==> src/rtl/utf8_sanitize_transcode_top_defines.svh <==
// Assertion macros for the UTF-8 sanitizer / Latin-1 widener.
// Used by utf8_sanitize_transcode_top; expects signals clock and reset in scope.
`ifndef UTF8_SANITIZE_TRANSCODE_TOP_DEFINES_SVH
`define UTF8_SANITIZE_TRANSCODE_TOP_DEFINES_SVH

// Same-cycle implication, disabled while in reset
`define U8ST_ASSERT_IMP(lbl, ante, cons, msg) \
   lbl: assert property (@(posedge clock) disable iff (reset) (ante) |-> (cons)) \
      else $error(msg);

// Next-cycle implication, disabled while in reset
`define U8ST_ASSERT_NXT(lbl, ante, cons, msg) \
   lbl: assert property (@(posedge clock) disable iff (reset) (ante) |=> (cons)) \
      else $error(msg);

`endif

==> src/rtl/u8st_pkg.sv <==
// Shared types, constants and the lead-byte decoder for the UTF-8 sanitizer.
// No dependencies; imported by every module of the block.
`default_nettype none

package u8st_pkg;

   // announced sequence length from a lead byte, 0 for a bad lead
   typedef logic [2:0] lead_len_type;

   // one queued item, classified by the front end
   typedef struct packed {
      logic [7:0]   text_byte;
      logic         end_of_text;
      logic         latin;
      lead_len_type lead_len;
   } item_type;

   // back-end status seen by the top level
   typedef struct packed {
      logic       busy;
      logic [2:0] window_count;
   } back_status_type;

   // source encoding register values
   localparam logic ENC_UTF8   = 1'b0;
   localparam logic ENC_LATIN1 = 1'b1;

   // configuration port
   localparam int CSR_ADDR_W = 3;
   localparam logic [CSR_ADDR_W-3:0] CSR_IDX_SOURCE_ENCODING = '0;

   // code point limits
   localparam logic [20:0] REPLACEMENT_CP = 21'h00FFFD;
   localparam logic [20:0] MAX_CP         = 21'h10FFFF;
   localparam logic [20:0] SURR_LO        = 21'h00D800;
   localparam logic [20:0] SURR_HI        = 21'h00DFFF;
   localparam logic [20:0] MIN_CP2        = 21'h000080;
   localparam logic [20:0] MIN_CP3        = 21'h000800;
   localparam logic [20:0] MIN_CP4        = 21'h010000;

   // U+FFFD as three UTF-8 bytes
   localparam logic [7:0] REPL_BYTE0 = {4'hE, REPLACEMENT_CP[15:12]};
   localparam logic [7:0] REPL_BYTE1 = {2'b10, REPLACEMENT_CP[11:6]};
   localparam logic [7:0] REPL_BYTE2 = {2'b10, REPLACEMENT_CP[5:0]};

   function automatic lead_len_type lead_length(input logic [7:0] b);
      lead_len_type len;
      if (b[7] == 1'b0) begin
         len = 3'd1;
      end else if (b[7:5] == 3'b110) begin
         len = 3'd2;
      end else if (b[7:4] == 4'b1110) begin
         len = 3'd3;
      end else if (b[7:3] == 5'b11110) begin
         len = 3'd4;
      end else begin
         len = 3'd0;
      end
      return len;
   endfunction

endpackage

`default_nettype wire

==> src/rtl/utf8_sanitize_transcode_top.sv <==
// UTF-8 sanitizer and Latin-1 to UTF-8 widener.
//
// req channel: one source byte per item in req_tdata, req_tlast marks the
// last byte of the text and flushes any unfinished sequence.
// rsp channel: one UTF-8 byte per item; rsp_tuser flags bytes of an inserted
// U+FFFD, rsp_tlast marks the last byte caused by one input item, and
// rsp_tdata[8] marks the last byte of the whole text. An input item that only
// opens or extends a sequence still waiting for bytes gives no output.
// csr port: register 0 (source_encoding) at address 0; 0 = UTF-8 sanitize,
// 1 = Latin-1. A write drops any pending partial sequence.
// An accepted item is written into the queue, loaded by the back end and its
// bytes leave through the output register. The back end sends one output byte
// per cycle while rsp_tready allows; an item yields 1 to 12 output bytes (3 for
// a replaced byte), or none.
// A two-entry queue decouples input acceptance from output.
// Reset clears the queue, the pending sequence and source_encoding.
// When rsp_tready is low the output byte holds and input is accepted until
// the queue fills.
`default_nettype none

`include "utf8_sanitize_transcode_top_defines.svh"

module utf8_sanitize_transcode_top (
   input  logic                          clock,
   input  logic                          reset,
   // input stream
   input  logic                          req_tvalid,
   output logic                          req_tready,
   input  logic [7:0]                    req_tdata,   // [7:0] text_byte
   input  logic                          req_tlast,   // end_of_text
   // result stream
   output logic                          rsp_tvalid,
   input  logic                          rsp_tready,
   output logic [15:0]                   rsp_tdata,   // [7:0] utf8_byte, [8] text_done
   output logic                          rsp_tuser,   // is_replacement
   output logic                          rsp_tlast,   // last_of_run
   // configuration port
   input  logic                          csr_psel,
   input  logic                          csr_penable,
   input  logic                          csr_pwrite,
   input  logic [u8st_pkg::CSR_ADDR_W-1:0] csr_paddr,
   input  logic [31:0]                   csr_pwdata,
   output logic [31:0]                   csr_prdata,
   output logic                          csr_pready
);
   import u8st_pkg::*;

   logic            enc_ff, enc_in;
   logic            csr_hit, csr_wr_enc;
   logic            queue_ready, push, pop, head_valid;
   item_type        push_item, head_item;
   back_status_type back_status;

   // configuration register
   assign csr_pready = 1'b1;
   assign csr_hit    = (csr_paddr[CSR_ADDR_W-1:2] == CSR_IDX_SOURCE_ENCODING);
   assign csr_wr_enc = csr_psel && csr_penable && csr_pwrite && csr_pready && csr_hit;
   assign enc_in     = csr_wr_enc ? csr_pwdata[0] : enc_ff;
   assign csr_prdata = csr_hit ? {31'd0, enc_ff} : 32'd0;

   always_ff @(posedge clock) begin
      if (reset) begin
         enc_ff <= ENC_UTF8;
      end else begin
         enc_ff <= enc_in;
      end
   end

   u8st_front u_front (
      .req_tvalid      (req_tvalid),
      .req_tready      (req_tready),
      .req_tdata       (req_tdata),
      .req_tlast       (req_tlast),
      .source_encoding (enc_ff),
      .queue_ready     (queue_ready),
      .push            (push),
      .push_item       (push_item)
   );

   u8st_queue u_queue (
      .clock      (clock),
      .reset      (reset),
      .push       (push),
      .push_item  (push_item),
      .not_full   (queue_ready),
      .pop        (pop),
      .head_valid (head_valid),
      .head_item  (head_item)
   );

   u8st_back u_back (
      .clock         (clock),
      .reset         (reset),
      .clear_pending (csr_wr_enc),
      .head_valid    (head_valid),
      .head_item     (head_item),
      .pop           (pop),
      .rsp_tvalid    (rsp_tvalid),
      .rsp_tready    (rsp_tready),
      .rsp_tdata     (rsp_tdata),
      .rsp_tuser     (rsp_tuser),
      .rsp_tlast     (rsp_tlast),
      .status        (back_status)
   );

   // checks
   `U8ST_ASSERT_IMP(a_rep_bytes, rsp_tvalid && rsp_tuser, rsp_tdata[7:0] == REPL_BYTE0 || rsp_tdata[7:0] == REPL_BYTE1 || rsp_tdata[7:0] == REPL_BYTE2, "replacement flag on a non U+FFFD byte")
   `U8ST_ASSERT_IMP(a_done_is_last, rsp_tvalid && rsp_tdata[8], rsp_tlast, "text end without end of run")
   `U8ST_ASSERT_IMP(a_pending_bound, !back_status.busy, back_status.window_count <= 3'd3, "idle with more than three pending bytes")
   `U8ST_ASSERT_NXT(a_cfg_clears, csr_wr_enc, back_status.window_count == 3'd0, "config write left pending bytes")

endmodule

`default_nettype wire

==> src/rtl/u8st_front.sv <==
// Front end: accepts input items and classifies them (mode, lead length).
// Depends on u8st_pkg; feeds u8st_queue.
`default_nettype none

module u8st_front (
   input  logic               req_tvalid,
   output logic               req_tready,
   input  logic [7:0]         req_tdata,    // [7:0] text_byte
   input  logic               req_tlast,    // end_of_text
   input  logic               source_encoding,
   input  logic               queue_ready,
   output logic               push,
   output u8st_pkg::item_type push_item
);
   import u8st_pkg::*;

   // take an item whenever the queue has room
   assign req_tready = queue_ready;
   assign push       = req_tvalid && queue_ready;

   // classify the byte at entry
   always_comb begin
      push_item.text_byte   = req_tdata;
      push_item.end_of_text = req_tlast;
      push_item.latin       = (source_encoding == ENC_LATIN1);
      push_item.lead_len    = lead_length(req_tdata);
   end

endmodule

`default_nettype wire

==> src/rtl/u8st_queue.sv <==
// Two-entry queue of classified items between front and back end.
// Depends on u8st_pkg.
`default_nettype none

module u8st_queue (
   input  logic               clock,
   input  logic               reset,
   input  logic               push,
   input  u8st_pkg::item_type push_item,
   output logic               not_full,
   input  logic               pop,
   output logic               head_valid,
   output u8st_pkg::item_type head_item
);
   import u8st_pkg::*;

   localparam int DEPTH = 2;
   localparam int PTR_W = $clog2(DEPTH);

   item_type           slot_ff [DEPTH];
   logic [PTR_W-1:0]   wr_ptr_ff, wr_ptr_in;
   logic [PTR_W-1:0]   rd_ptr_ff, rd_ptr_in;
   logic [PTR_W:0]     count_ff, count_in;

   assign not_full   = (count_ff != (PTR_W+1)'(DEPTH));
   assign head_valid = (count_ff != '0);
   assign head_item  = slot_ff[rd_ptr_ff];

   // pointer and fill bookkeeping
   always_comb begin
      wr_ptr_in = push ? wr_ptr_ff + PTR_W'(1) : wr_ptr_ff;
      rd_ptr_in = pop  ? rd_ptr_ff + PTR_W'(1) : rd_ptr_ff;
      count_in  = count_ff;
      if (push && !pop) begin
         count_in = count_ff + (PTR_W+1)'(1);
      end else if (pop && !push) begin
         count_in = count_ff - (PTR_W+1)'(1);
      end
   end

   always_ff @(posedge clock) begin
      if (reset) begin
         wr_ptr_ff <= '0;
         rd_ptr_ff <= '0;
         count_ff  <= '0;
      end else begin
         wr_ptr_ff <= wr_ptr_in;
         rd_ptr_ff <= rd_ptr_in;
         count_ff  <= count_in;
      end
   end

   // payload storage, no reset
   always_ff @(posedge clock) begin
      if (push) begin
         slot_ff[wr_ptr_ff] <= push_item;
      end
   end

endmodule

`default_nettype wire

==> src/rtl/u8st_back.sv <==
// Back end: scans the byte window, checks sequences and, while rsp_tready allows,
// emits one byte per cycle via a registered output stage. Depends on u8st_pkg.
`default_nettype none

module u8st_back (
   input  logic                      clock,
   input  logic                      reset,
   input  logic                      clear_pending,
   input  logic                      head_valid,
   input  u8st_pkg::item_type        head_item,
   output logic                      pop,
   output logic                      rsp_tvalid,
   input  logic                      rsp_tready,
   output logic [15:0]               rsp_tdata,   // [7:0] utf8_byte, [8] text_done
   output logic                      rsp_tuser,   // is_replacement
   output logic                      rsp_tlast,   // last_of_run
   output u8st_pkg::back_status_type status
);
   import u8st_pkg::*;

   typedef enum logic {ST_IDLE, ST_RUN} state_type;

   // well-formedness of a 2..4 byte sequence starting at window head
   function automatic logic sequence_ok(input logic [7:0] b0, input logic [7:0] b1,
                                        input logic [7:0] b2, input logic [7:0] b3,
                                        input lead_len_type len);
      logic [20:0] cp;
      logic        ok;
      cp = '0;
      ok = 1'b0;
      case (len)
         3'd2: begin
            cp = {10'd0, b0[4:0], b1[5:0]};
            ok = (b1[7:6] == 2'b10) && (cp >= MIN_CP2);
         end
         3'd3: begin
            cp = {5'd0, b0[3:0], b1[5:0], b2[5:0]};
            ok = (b1[7:6] == 2'b10) && (b2[7:6] == 2'b10) && (cp >= MIN_CP3) &&
                 !((cp >= SURR_LO) && (cp <= SURR_HI));
         end
         3'd4: begin
            cp = {b0[2:0], b1[5:0], b2[5:0], b3[5:0]};
            ok = (b1[7:6] == 2'b10) && (b2[7:6] == 2'b10) && (b3[7:6] == 2'b10) &&
                 (cp >= MIN_CP4) && (cp <= MAX_CP);
         end
         default: begin
            ok = 1'b0;
         end
      endcase
      return ok;
   endfunction

   // state and registered outputs
   state_type    state_ff, state_in;
   logic [7:0]   win_byte_ff [4];
   logic [7:0]   win_byte_in [4];
   lead_len_type win_len_ff  [4];
   lead_len_type win_len_in  [4];
   logic [2:0]   cnt_ff, cnt_in;
   logic [1:0]   run_idx_ff, run_idx_in;
   logic         eot_ff, eot_in;
   logic         latin_ff, latin_in;
   logic [7:0]   lat_byte_ff, lat_byte_in;
   logic         rsp_valid_ff, rsp_valid_in;
   logic [7:0]   rsp_byte_ff, rsp_byte_in;
   logic         rsp_rep_ff, rsp_rep_in;
   logic         rsp_last_ff, rsp_last_in;
   logic         rsp_done_ff, rsp_done_in;

   // scan decisions
   logic         running, utf8_run, out_free;
   logic         too_short, wait_more, seq_ok, rep, lat_two;
   logic [2:0]   run_len, advance, rem, base_cnt;
   lead_len_type head_len, next_len;
   logic         more, run_last, emit_now, run_done, step_done, load;
   logic [7:0]   emit_byte;
   logic [7:0]   sh_byte [4];
   lead_len_type sh_len  [4];

   assign running  = (state_ff == ST_RUN);
   assign utf8_run = running && !latin_ff;
   assign out_free = !rsp_valid_ff || rsp_tready;

   // classify the sequence at the window head
   always_comb begin
      head_len  = win_len_ff[0];
      too_short = (head_len > cnt_ff);
      wait_more = utf8_run && too_short && !eot_ff;
      seq_ok    = sequence_ok(win_byte_ff[0], win_byte_ff[1], win_byte_ff[2],
                              win_byte_ff[3], head_len);
      rep       = (head_len == 3'd0) || too_short || ((head_len != 3'd1) && !seq_ok);
      lat_two   = lat_byte_ff[7];
      advance   = rep ? 3'd1 : head_len;
      rem       = cnt_ff - advance;
      if (latin_ff) begin
         run_len = lat_two ? 3'd2 : 3'd1;
      end else begin
         run_len = rep ? 3'd3 : head_len;
      end
      case (advance)
         3'd1:    next_len = win_len_ff[1];
         3'd2:    next_len = win_len_ff[2];
         3'd3:    next_len = win_len_ff[3];
         default: next_len = 3'd0;
      endcase
      // another output byte follows in this item unless the next lead must wait
      more      = !latin_ff && (rem != 3'd0) && !((next_len > rem) && !eot_ff);
      run_last  = ({1'b0, run_idx_ff} == (run_len - 3'd1));
   end

   // byte to emit this cycle
   always_comb begin
      if (latin_ff) begin
         if (run_idx_ff == 2'd0) begin
            emit_byte = lat_two ? {6'b110000, lat_byte_ff[7:6]} : lat_byte_ff;
         end else begin
            emit_byte = {2'b10, lat_byte_ff[5:0]};
         end
      end else if (rep) begin
         case (run_idx_ff)
            2'd0:    emit_byte = REPL_BYTE0;
            2'd1:    emit_byte = REPL_BYTE1;
            default: emit_byte = REPL_BYTE2;
         endcase
      end else begin
         case (run_idx_ff)
            2'd0:    emit_byte = win_byte_ff[0];
            2'd1:    emit_byte = win_byte_ff[1];
            2'd2:    emit_byte = win_byte_ff[2];
            default: emit_byte = win_byte_ff[3];
         endcase
      end
   end

   // window shifted past the finished sequence
   always_comb begin
      for (int k = 0; k < 4; k++) begin
         sh_byte[k] = win_byte_ff[k];
         sh_len[k]  = win_len_ff[k];
         for (int a = 1; k + a < 4; a++) begin
            if (advance == 3'(a)) begin
               sh_byte[k] = win_byte_ff[k + a];
               sh_len[k]  = win_len_ff[k + a];
            end
         end
      end
   end

   // sequencing
   always_comb begin
      emit_now  = running && !wait_more && out_free;
      run_done  = emit_now && run_last;
      step_done = (run_done && !more) || wait_more;
      load      = head_valid && (!running || step_done);
      pop       = load;
      base_cnt  = (utf8_run && run_done) ? rem : cnt_ff;

      state_in = state_ff;
      if (load) begin
         state_in = ST_RUN;
      end else if (step_done) begin
         state_in = ST_IDLE;
      end

      run_idx_in = run_idx_ff;
      if (load) begin
         run_idx_in = 2'd0;
      end else if (emit_now) begin
         run_idx_in = run_last ? 2'd0 : run_idx_ff + 2'd1;
      end

      // window update: shift out consumed bytes, append the new byte
      for (int k = 0; k < 4; k++) begin
         win_byte_in[k] = (utf8_run && run_done) ? sh_byte[k] : win_byte_ff[k];
         win_len_in[k]  = (utf8_run && run_done) ? sh_len[k]  : win_len_ff[k];
         if (load && !head_item.latin && (base_cnt == 3'(k))) begin
            win_byte_in[k] = head_item.text_byte;
            win_len_in[k]  = head_item.lead_len;
         end
      end
      cnt_in = base_cnt;
      if (load && !head_item.latin) begin
         cnt_in = base_cnt + 3'd1;
      end
      if (clear_pending) begin
         cnt_in = 3'd0;
      end

      eot_in      = load ? head_item.end_of_text : eot_ff;
      latin_in    = load ? head_item.latin       : latin_ff;
      lat_byte_in = (load && head_item.latin) ? head_item.text_byte : lat_byte_ff;

      // output register
      rsp_valid_in = rsp_valid_ff && !rsp_tready;
      rsp_byte_in  = rsp_byte_ff;
      rsp_rep_in   = rsp_rep_ff;
      rsp_last_in  = rsp_last_ff;
      rsp_done_in  = rsp_done_ff;
      if (emit_now) begin
         rsp_valid_in = 1'b1;
         rsp_byte_in  = emit_byte;
         rsp_rep_in   = !latin_ff && rep;
         rsp_last_in  = run_last && !more;
         rsp_done_in  = run_last && !more && eot_ff;
      end
   end

   always_ff @(posedge clock) begin
      if (reset) begin
         state_ff     <= ST_IDLE;
         cnt_ff       <= 3'd0;
         run_idx_ff   <= 2'd0;
         rsp_valid_ff <= 1'b0;
      end else begin
         state_ff     <= state_in;
         cnt_ff       <= cnt_in;
         run_idx_ff   <= run_idx_in;
         rsp_valid_ff <= rsp_valid_in;
      end
      for (int k = 0; k < 4; k++) begin
         win_byte_ff[k] <= win_byte_in[k];
         win_len_ff[k]  <= win_len_in[k];
      end
      eot_ff      <= eot_in;
      latin_ff    <= latin_in;
      lat_byte_ff <= lat_byte_in;
      rsp_byte_ff <= rsp_byte_in;
      rsp_rep_ff  <= rsp_rep_in;
      rsp_last_ff <= rsp_last_in;
      rsp_done_ff <= rsp_done_in;
   end

   assign rsp_tvalid = rsp_valid_ff;
   assign rsp_tdata  = {7'd0, rsp_done_ff, rsp_byte_ff};
   assign rsp_tuser  = rsp_rep_ff;
   assign rsp_tlast  = rsp_last_ff;

   assign status.busy         = running || rsp_valid_ff;
   assign status.window_count = cnt_ff;

endmodule

`default_nettype wire

==> config.mk <==
export PLATFORM = sky130hd
export DESIGN_NAME = utf8_sanitize_transcode_top
export DESIGN_NICKNAME = d
export VERILOG_FILES = /design/src/rtl/u8st_pkg.sv /design/src/rtl/utf8_sanitize_transcode_top.sv /design/src/rtl/u8st_front.sv /design/src/rtl/u8st_queue.sv /design/src/rtl/u8st_back.sv
export VERILOG_INCLUDE_DIRS = /design/src /design/src/rtl
export SDC_FILE = /design/constraint.sdc
export NUM_CORES = 1
export LEC_CHECK = 0
export BUFFER_PORTS_ARGS = -buffer_cell sky130_fd_sc_hd__buf_2
export CAP_MARGIN = 5
export CORE_MARGIN = 4
export CORE_UTILIZATION = 35
export CTS_BUF_LIST = sky130_fd_sc_hd__clkbuf_8
export DETAILED_ROUTE_END_ITERATION = 8
export HOLD_SLACK_MARGIN = 0.02
export MAX_ROUTING_LAYER = met4
export PLACE_DENSITY = 0.61
export SYNTH_ARGS = -nofsm -noshare
export SYNTH_HDL_FRONTEND = slang
export SYNTH_HIERARCHICAL = 1
export SYNTH_SLANG_ARGS = --single-unit
==> constraint.sdc <==
create_clock -name clock -period 7.05 [get_ports clock]
set_input_delay 1.41 -clock clock [delete_from_list [all_inputs] [get_ports clock]]
set_output_delay 1.41 -clock clock [all_outputs]
set_load 0.05 [all_outputs]
After elaboration in Yosys (flattened, before gate mapping)
Memories as Yosys holds them, arrays and structs flattened. A register that Yosys moved wholly into a read port is not among the register bits.
Cells that the tools add are included.
Word-level totals
  flip-flop bits (word level): 33
  memory bits (writable): 70
  bits of input ports: 51
  output and inout bits: 53
  word-level logic and storage cells: 174
  memories: 3
Cells by class
  add/sub/neg operators: 8
  order comparisons: 8
  equal/unequal tests: 20
  multiplexer cells: 55
  bitwise logic cells: 1
  reduce and logical (&&, ||, !) cells: 64
Memory list
  u_back.win_byte_ff: depth 4, bits a word 8, read ports 4, clocked after memory_dff 0, wr ports 4, line u8st_back.sv:55  | logic [7:0] win_byte_ff [4];
  u_queue.slot_ff: depth 2, bits a word 13, read ports 1, clocked after memory_dff 1, wr ports 1, line u8st_queue.sv:20  | item_type slot_ff [DEPTH];
  u_back.win_len_ff: depth 4, bits a word 3, read ports 4, clocked after memory_dff 0, wr ports 4, line u8st_back.sv:57  | lead_len_type win_len_ff [4];
Operator list (number)
  8-bit 2-to-1 mux: 17
  3-bit 2-to-1 mux: 22
  1-bit logical AND: 37
  8-bit one-hot mux with 3 select lines: 1
  21-bit by 17-bit >= comparator with 1-bit output, second input constant: 1
  21-bit less-or-equal comparator, second input constant: 1
  3-bit by 2-bit equality test with 1-bit output, second input constant: 6
  16-bit by 12-bit >= comparator with 1-bit output, second input constant: 1
  16-bit >= comparator, second input constant: 1
  16-bit less-or-equal comparator, second input constant: 1
  7-bit one-hot mux with 2 select lines: 1
  1-bit logical NOT: 13
  11-bit by 8-bit >= comparator with 1-bit output, second input constant: 1
  3-bit one-hot mux with 3 select lines: 1
  2-bit equality test, second input constant: 4
  1-bit 2-to-1 mux: 8
  2-bit 2-to-1 mux: 4
  3-bit by 1-bit equality test with 1-bit output, second input constant: 2
  3-bit equality test, second input constant: 2
  3-bit greater-than comparator: 2
  3-bit logical NOT: 2
  2-bit nonzero test: 3
  5-bit equality test, second input constant: 1
  1-bit logical OR: 5
  other kinds (16): 19

Logic depth before layout (Yosys ltp)
An unclocked memory read counts as a cell.
  depth after elaboration: 25
  depth in mapped cells: 25
  depth with buffers taken out: 23

Modules after synthesis
The synthesis kept the hierarchy.
Modules (own cells, without submodules)
  u8st_back: instances 1, cells each 385, area each 4574.4 um2, seq. area each 2092.0 um2
  u8st_queue: instances 1, cells each 62, area each 1139.8 um2, seq. area each 880.8 um2
  utf8_sanitize_transcode_top: instances 1, cells each 40, area each 309.0 um2, seq. area each 20.0 um2
  u8st_front: instances 1, cells each 18, area each 122.6 um2, seq. area each 0.0 um2

Least setup slack after synthesis
OpenSTA, ideal clock, no wires.
  path kind: reg2reg
  start: register u_back/cnt_ff[2] (netlist name)
  end: memory u_back.win_byte_ff[0][0], enable pin
  setup time: 0.394 ns
  arrival: 4.850 ns
  data required time: 6.656 ns
  slack: 1.806 ns
  stages on the path, launching flop included: 21
  path buffers: 2
  clock period less this slack: 5.244 ns
  cell sequence: dfxtp_1 inv_1 ha_1 and3b_1 o21ai_1 o31ai_1 nor2_1 clkbuf_1 nand2_1 ha_1 fa_1 xor2_1 xnor2_1 ha_1 a31oi_1 a221oi_1 a31o_1 o31ai_4 nand3_2 buf_6 o21ai_0
RTL lines (line)
  end, declared: u8st_back.sv:55

==> impl_metrics.py <==
metrics = {
    "route": {
        "remaining_drc_errors": 0,
        "dr.max_layer_used": "met4",
        "m1WireLength_mm": 5.754,
        "antenna_left": 0,
        "first_pass_iters": 5,
        "wl_met2_mm": 6.125,
        "route.met3.wl_mm": 1.021,
        "wl_per_cell_microns": 17.45,
        "vias": 3843,
        "drt_iter0_drc": 342,
        "viasPerCell": 5.145,
        "routed_wl_mm": 13.04,
    },
    "setup_path": {
        "cp_slowest_cell": "edfxtp_1",
        "cp.required_ns": 7.35,
        "endpoint_kind": "register",
        "rrSetupSlack_ns": 1.13,
        "startpoint": "u_back/win_len_ff[0][2]$_DFFE_PP_",
        "r2r_cells": 21,
        "start_kind": "register",
        "critPathMaxFanout": 26,
        "r2r-end": "u_queue/count_ff[1]$_SDFFE_PP0P_",
        "critPathKind": "reg -> reg",
        "critPathArrivalTime_ns": 6.22,
        "cp_common_cell": "ha_1",
        "crit_chain": "ha_1 -> and3b_1 -> o21ai_1 -> o31ai_1 -> nor2_1 -> buf_4 -> nand2_1 -> inv_1 -> fa_1 -> ha_1 -> nor2b_1 -> o21ai_0 -> nand2b_1 -> a221oi_1 -> nand3_1 -> a41o_1 -> and2_1 -> inv_1 -> ha_1 -> or3_1 -> a21oi_1",
        "cp-endpoint": "u_queue/count_ff[1]$_SDFFE_PP0P_",
        "cpPeakStageDelay_ns": 0.57,
        "worstReg2RegStart": "u_back/win_len_ff[0][2]$_DFFE_PP_",
    },
    "power_and_ir_drop": {
        "leakage_nw": 2.515,
        "internal_power_mw": 1.656,
        "power_switching_mw": 1.159,
        "p_seq_share_pct": 36.0,
        "pwr-share-clk_pct": 16.4,
        "powerDensity_nw_per_um2": 431.9,
        "power_mw": 2.815,
        "irDropWorstVdd_mv": 0.1462,
        "p_comb_share_pct": 47.7,
        "switching_share_pct": 41.18,
    },
    "placement": {
        "dp_cells": 730,
        "portBuffers": 31,
        "dpl_cell_area_sq_um": 6262,
        "dp_hpwl_mm": 9.340,
        "finalWeightedCongestion": 0.8872,
    },
    "floorplan": {
        "chipWidth_microns": 140.4,
        "core_sq_um": 17240,
        "rows": 48,
        "start_util_pct": 35.62,
        "num_io_pins": 104,
        "die_h_microns": 140.4,
        "die-area_sq_um": 19720,
    },
    "clocking": {
        "cts_buffers": 9,
        "cts_root_buffer": "clkbuf_8",
        "cts_hold_buffers": 0,
        "path_clk_slew_ns": 0.10,
        "cts.sinks": 104,
        "cts-resized-gates": 0,
        "cts_tree": "yes",
        "clockBufferDepth": 2,
        "clkLatencyLatePin_ns": 0.38,
        "htreeDepth": 3,
        "postCtsSetupBuffers": 0,
    },
    "sta": {
        "tightest_slew_ns": 1.177,
        "final.period_utilization_pct": 83.97,
        "setup_viol": 0,
        "tns_ns": 0,
        "timing.fmax_mhz": 168.9,
        "hold_ws_ns": 0.5227,
        "clock_skew_ns": 0.01199,
        "rsz0062_at_grt": "false",
        "slew_headroom_pct": 21.39,
        "finalHoldViolations": 0,
        "finalMaxSlewViolations": 0,
        "period_needed_ns": 5.920,
    },
    "yosys": {
        "synthCells": 504,
        "synth.cell_area_sq_um": 6140,
        "yosys_warnings": 6,
        "avgSynthCellArea_sq_um": 12.18,
    },
    "finish": {
        "final_cell_area_sq_um": 6519,
        "nFillCells": 1653,
        "syn_to_final_growth_pct": 6.175,
        "layout-drive-gt1-share_pct": 23.03,
        "layout.nets": 587,
        "fin_cells": 747,
    },
    "global_route": {
        "grt_first_pass_wirelength_mm": 20.65,
        "grt_pass1_vias": 3859,
        "gr-usage-all-layers_pct": 13.74,
        "overflow": 0,
        "grt_max_degree": 29,
        "antenna_found_initial": 0,
    },
    "flow_run": {
        "maxCapViolations": 0,
    },
    "worst_hold_path": {
        "hold_path.class": "reg -> reg",
    },
    "status": {
        "status": "finished, final reports clean",
    },
}
layer usage:
layer  global-route usage, %  up-vias
met1                   17.54     1862
li1                        -     1820
met5                       -        -
met4                   2.856        0
met3                   4.097       10
met2                   21.77      151
flip-flops by register name (all words and copies together) (netlist names), 2 cells and up, named ones only:
| name | count |
|---|---|
| u_back/lat_byte_ff | 8 |
| u_back/cnt_ff | 3 |
| u_queue/count_ff | 2 |
| u_queue/slot_ff | 26 |
| u_back/win_len_ff | 12 |
| u_back/run_idx_ff | 2 |
| u_back/rsp_byte_ff | 8 |
| u_back/win_byte_ff | 32 |
how the worst min path moves through the flow:
| stage | startpoint | end | slack (ns) | depth (start not counted) |
|---|---|---|---|---|
| floorplan | enc_ff$_SDFFE_PP0P_ | enc_ff$_SDFFE_PP0P_ | 0.46 | 2 |
| global placement | u_queue/count_ff[1]$_SDFFE_PP0P_ | u_queue/count_ff[1]$_SDFFE_PP0P_ | 0.48 | 2 |
| detailed placement | enc_ff$_SDFFE_PP0P_ | u_queue/slot_ff[1][3]$_DFFE_PP_ | 0.49 | 0 |
| CTS | enc_ff$_SDFFE_PP0P_ | enc_ff$_SDFFE_PP0P_ | 0.52 | 2 |
| global route | enc_ff$_SDFFE_PP0P_ | u_queue/slot_ff[0][3]$_DFFE_PP_ | 0.53 | 0 |
| finish | u_queue/rd_ptr_ff$_SDFFE_PP0P_ | register | 0.52 | 2 |
critical path, delay by kind of cell, from the launching register on:
family / cells / cell delay, ns
flops: 1 / 0.57
compound gates: 6 / 1.74
buf+inv: 3 / 0.54
simple gates: 8 / 1.55
fa+ha+maj: 4 / 1.43
power groups by stage:
stage | logic, mW | clock network [mW] | registers, mW
global placement | 1.30 | 0 | 1.02
floorplan | 1.01 | 0 | 1.05
finish | 1.34 | 0.461 | 1.01
global route | 1.48 | 0.495 | 1.03
detailed placement | 1.33 | 0 | 1.03
CTS | 1.34 | 0.473 | 1.01
cells in the final DEF, fill, tap and decap left out, drive strengths merged, types with 4 or more instances in the layout:
cell type and count:
a31oi 15, xor2 5, conb 39, inv 27, ha 19, a21oi 22, nand2 16, a222oi 11
xnor2 7, dfxtp 13, o21ai 17, nor2 25, nor2b 4, mux2 58, buf 38, clkbuf 11
or2 5, nand3 8, and2 7, nand2b 5, mux2i 20, o31ai 5, nor3 6, edfxtp 91
metrics by stage:
stage / util [%] / worst slack (ns)
after global placement: 36.33 / 1.364
after detailed placement: 36.33 / 1.263
after CTS: 37.80 / 1.204
after floorplan: - / 1.806
after global routing: 37.80 / 0.7740
final: 37.82 / 1.130
area by class of cell:
type	count	area, sq um	area share [%]
Clock buffer	11	151.4	2.322
Sequential cell	104	2993	45.91
Multi-Input combinational cell	338	2686	41.21
Inverter	25	93.84	1.440
Timing Repair Buffer	38	207.7	3.186
Tap cell	225	281.5	4.319
Clock inverter	5	102.6	1.574
Antenna cell	1	2.502	0.03839
Power figures use the tool's default switching activity.
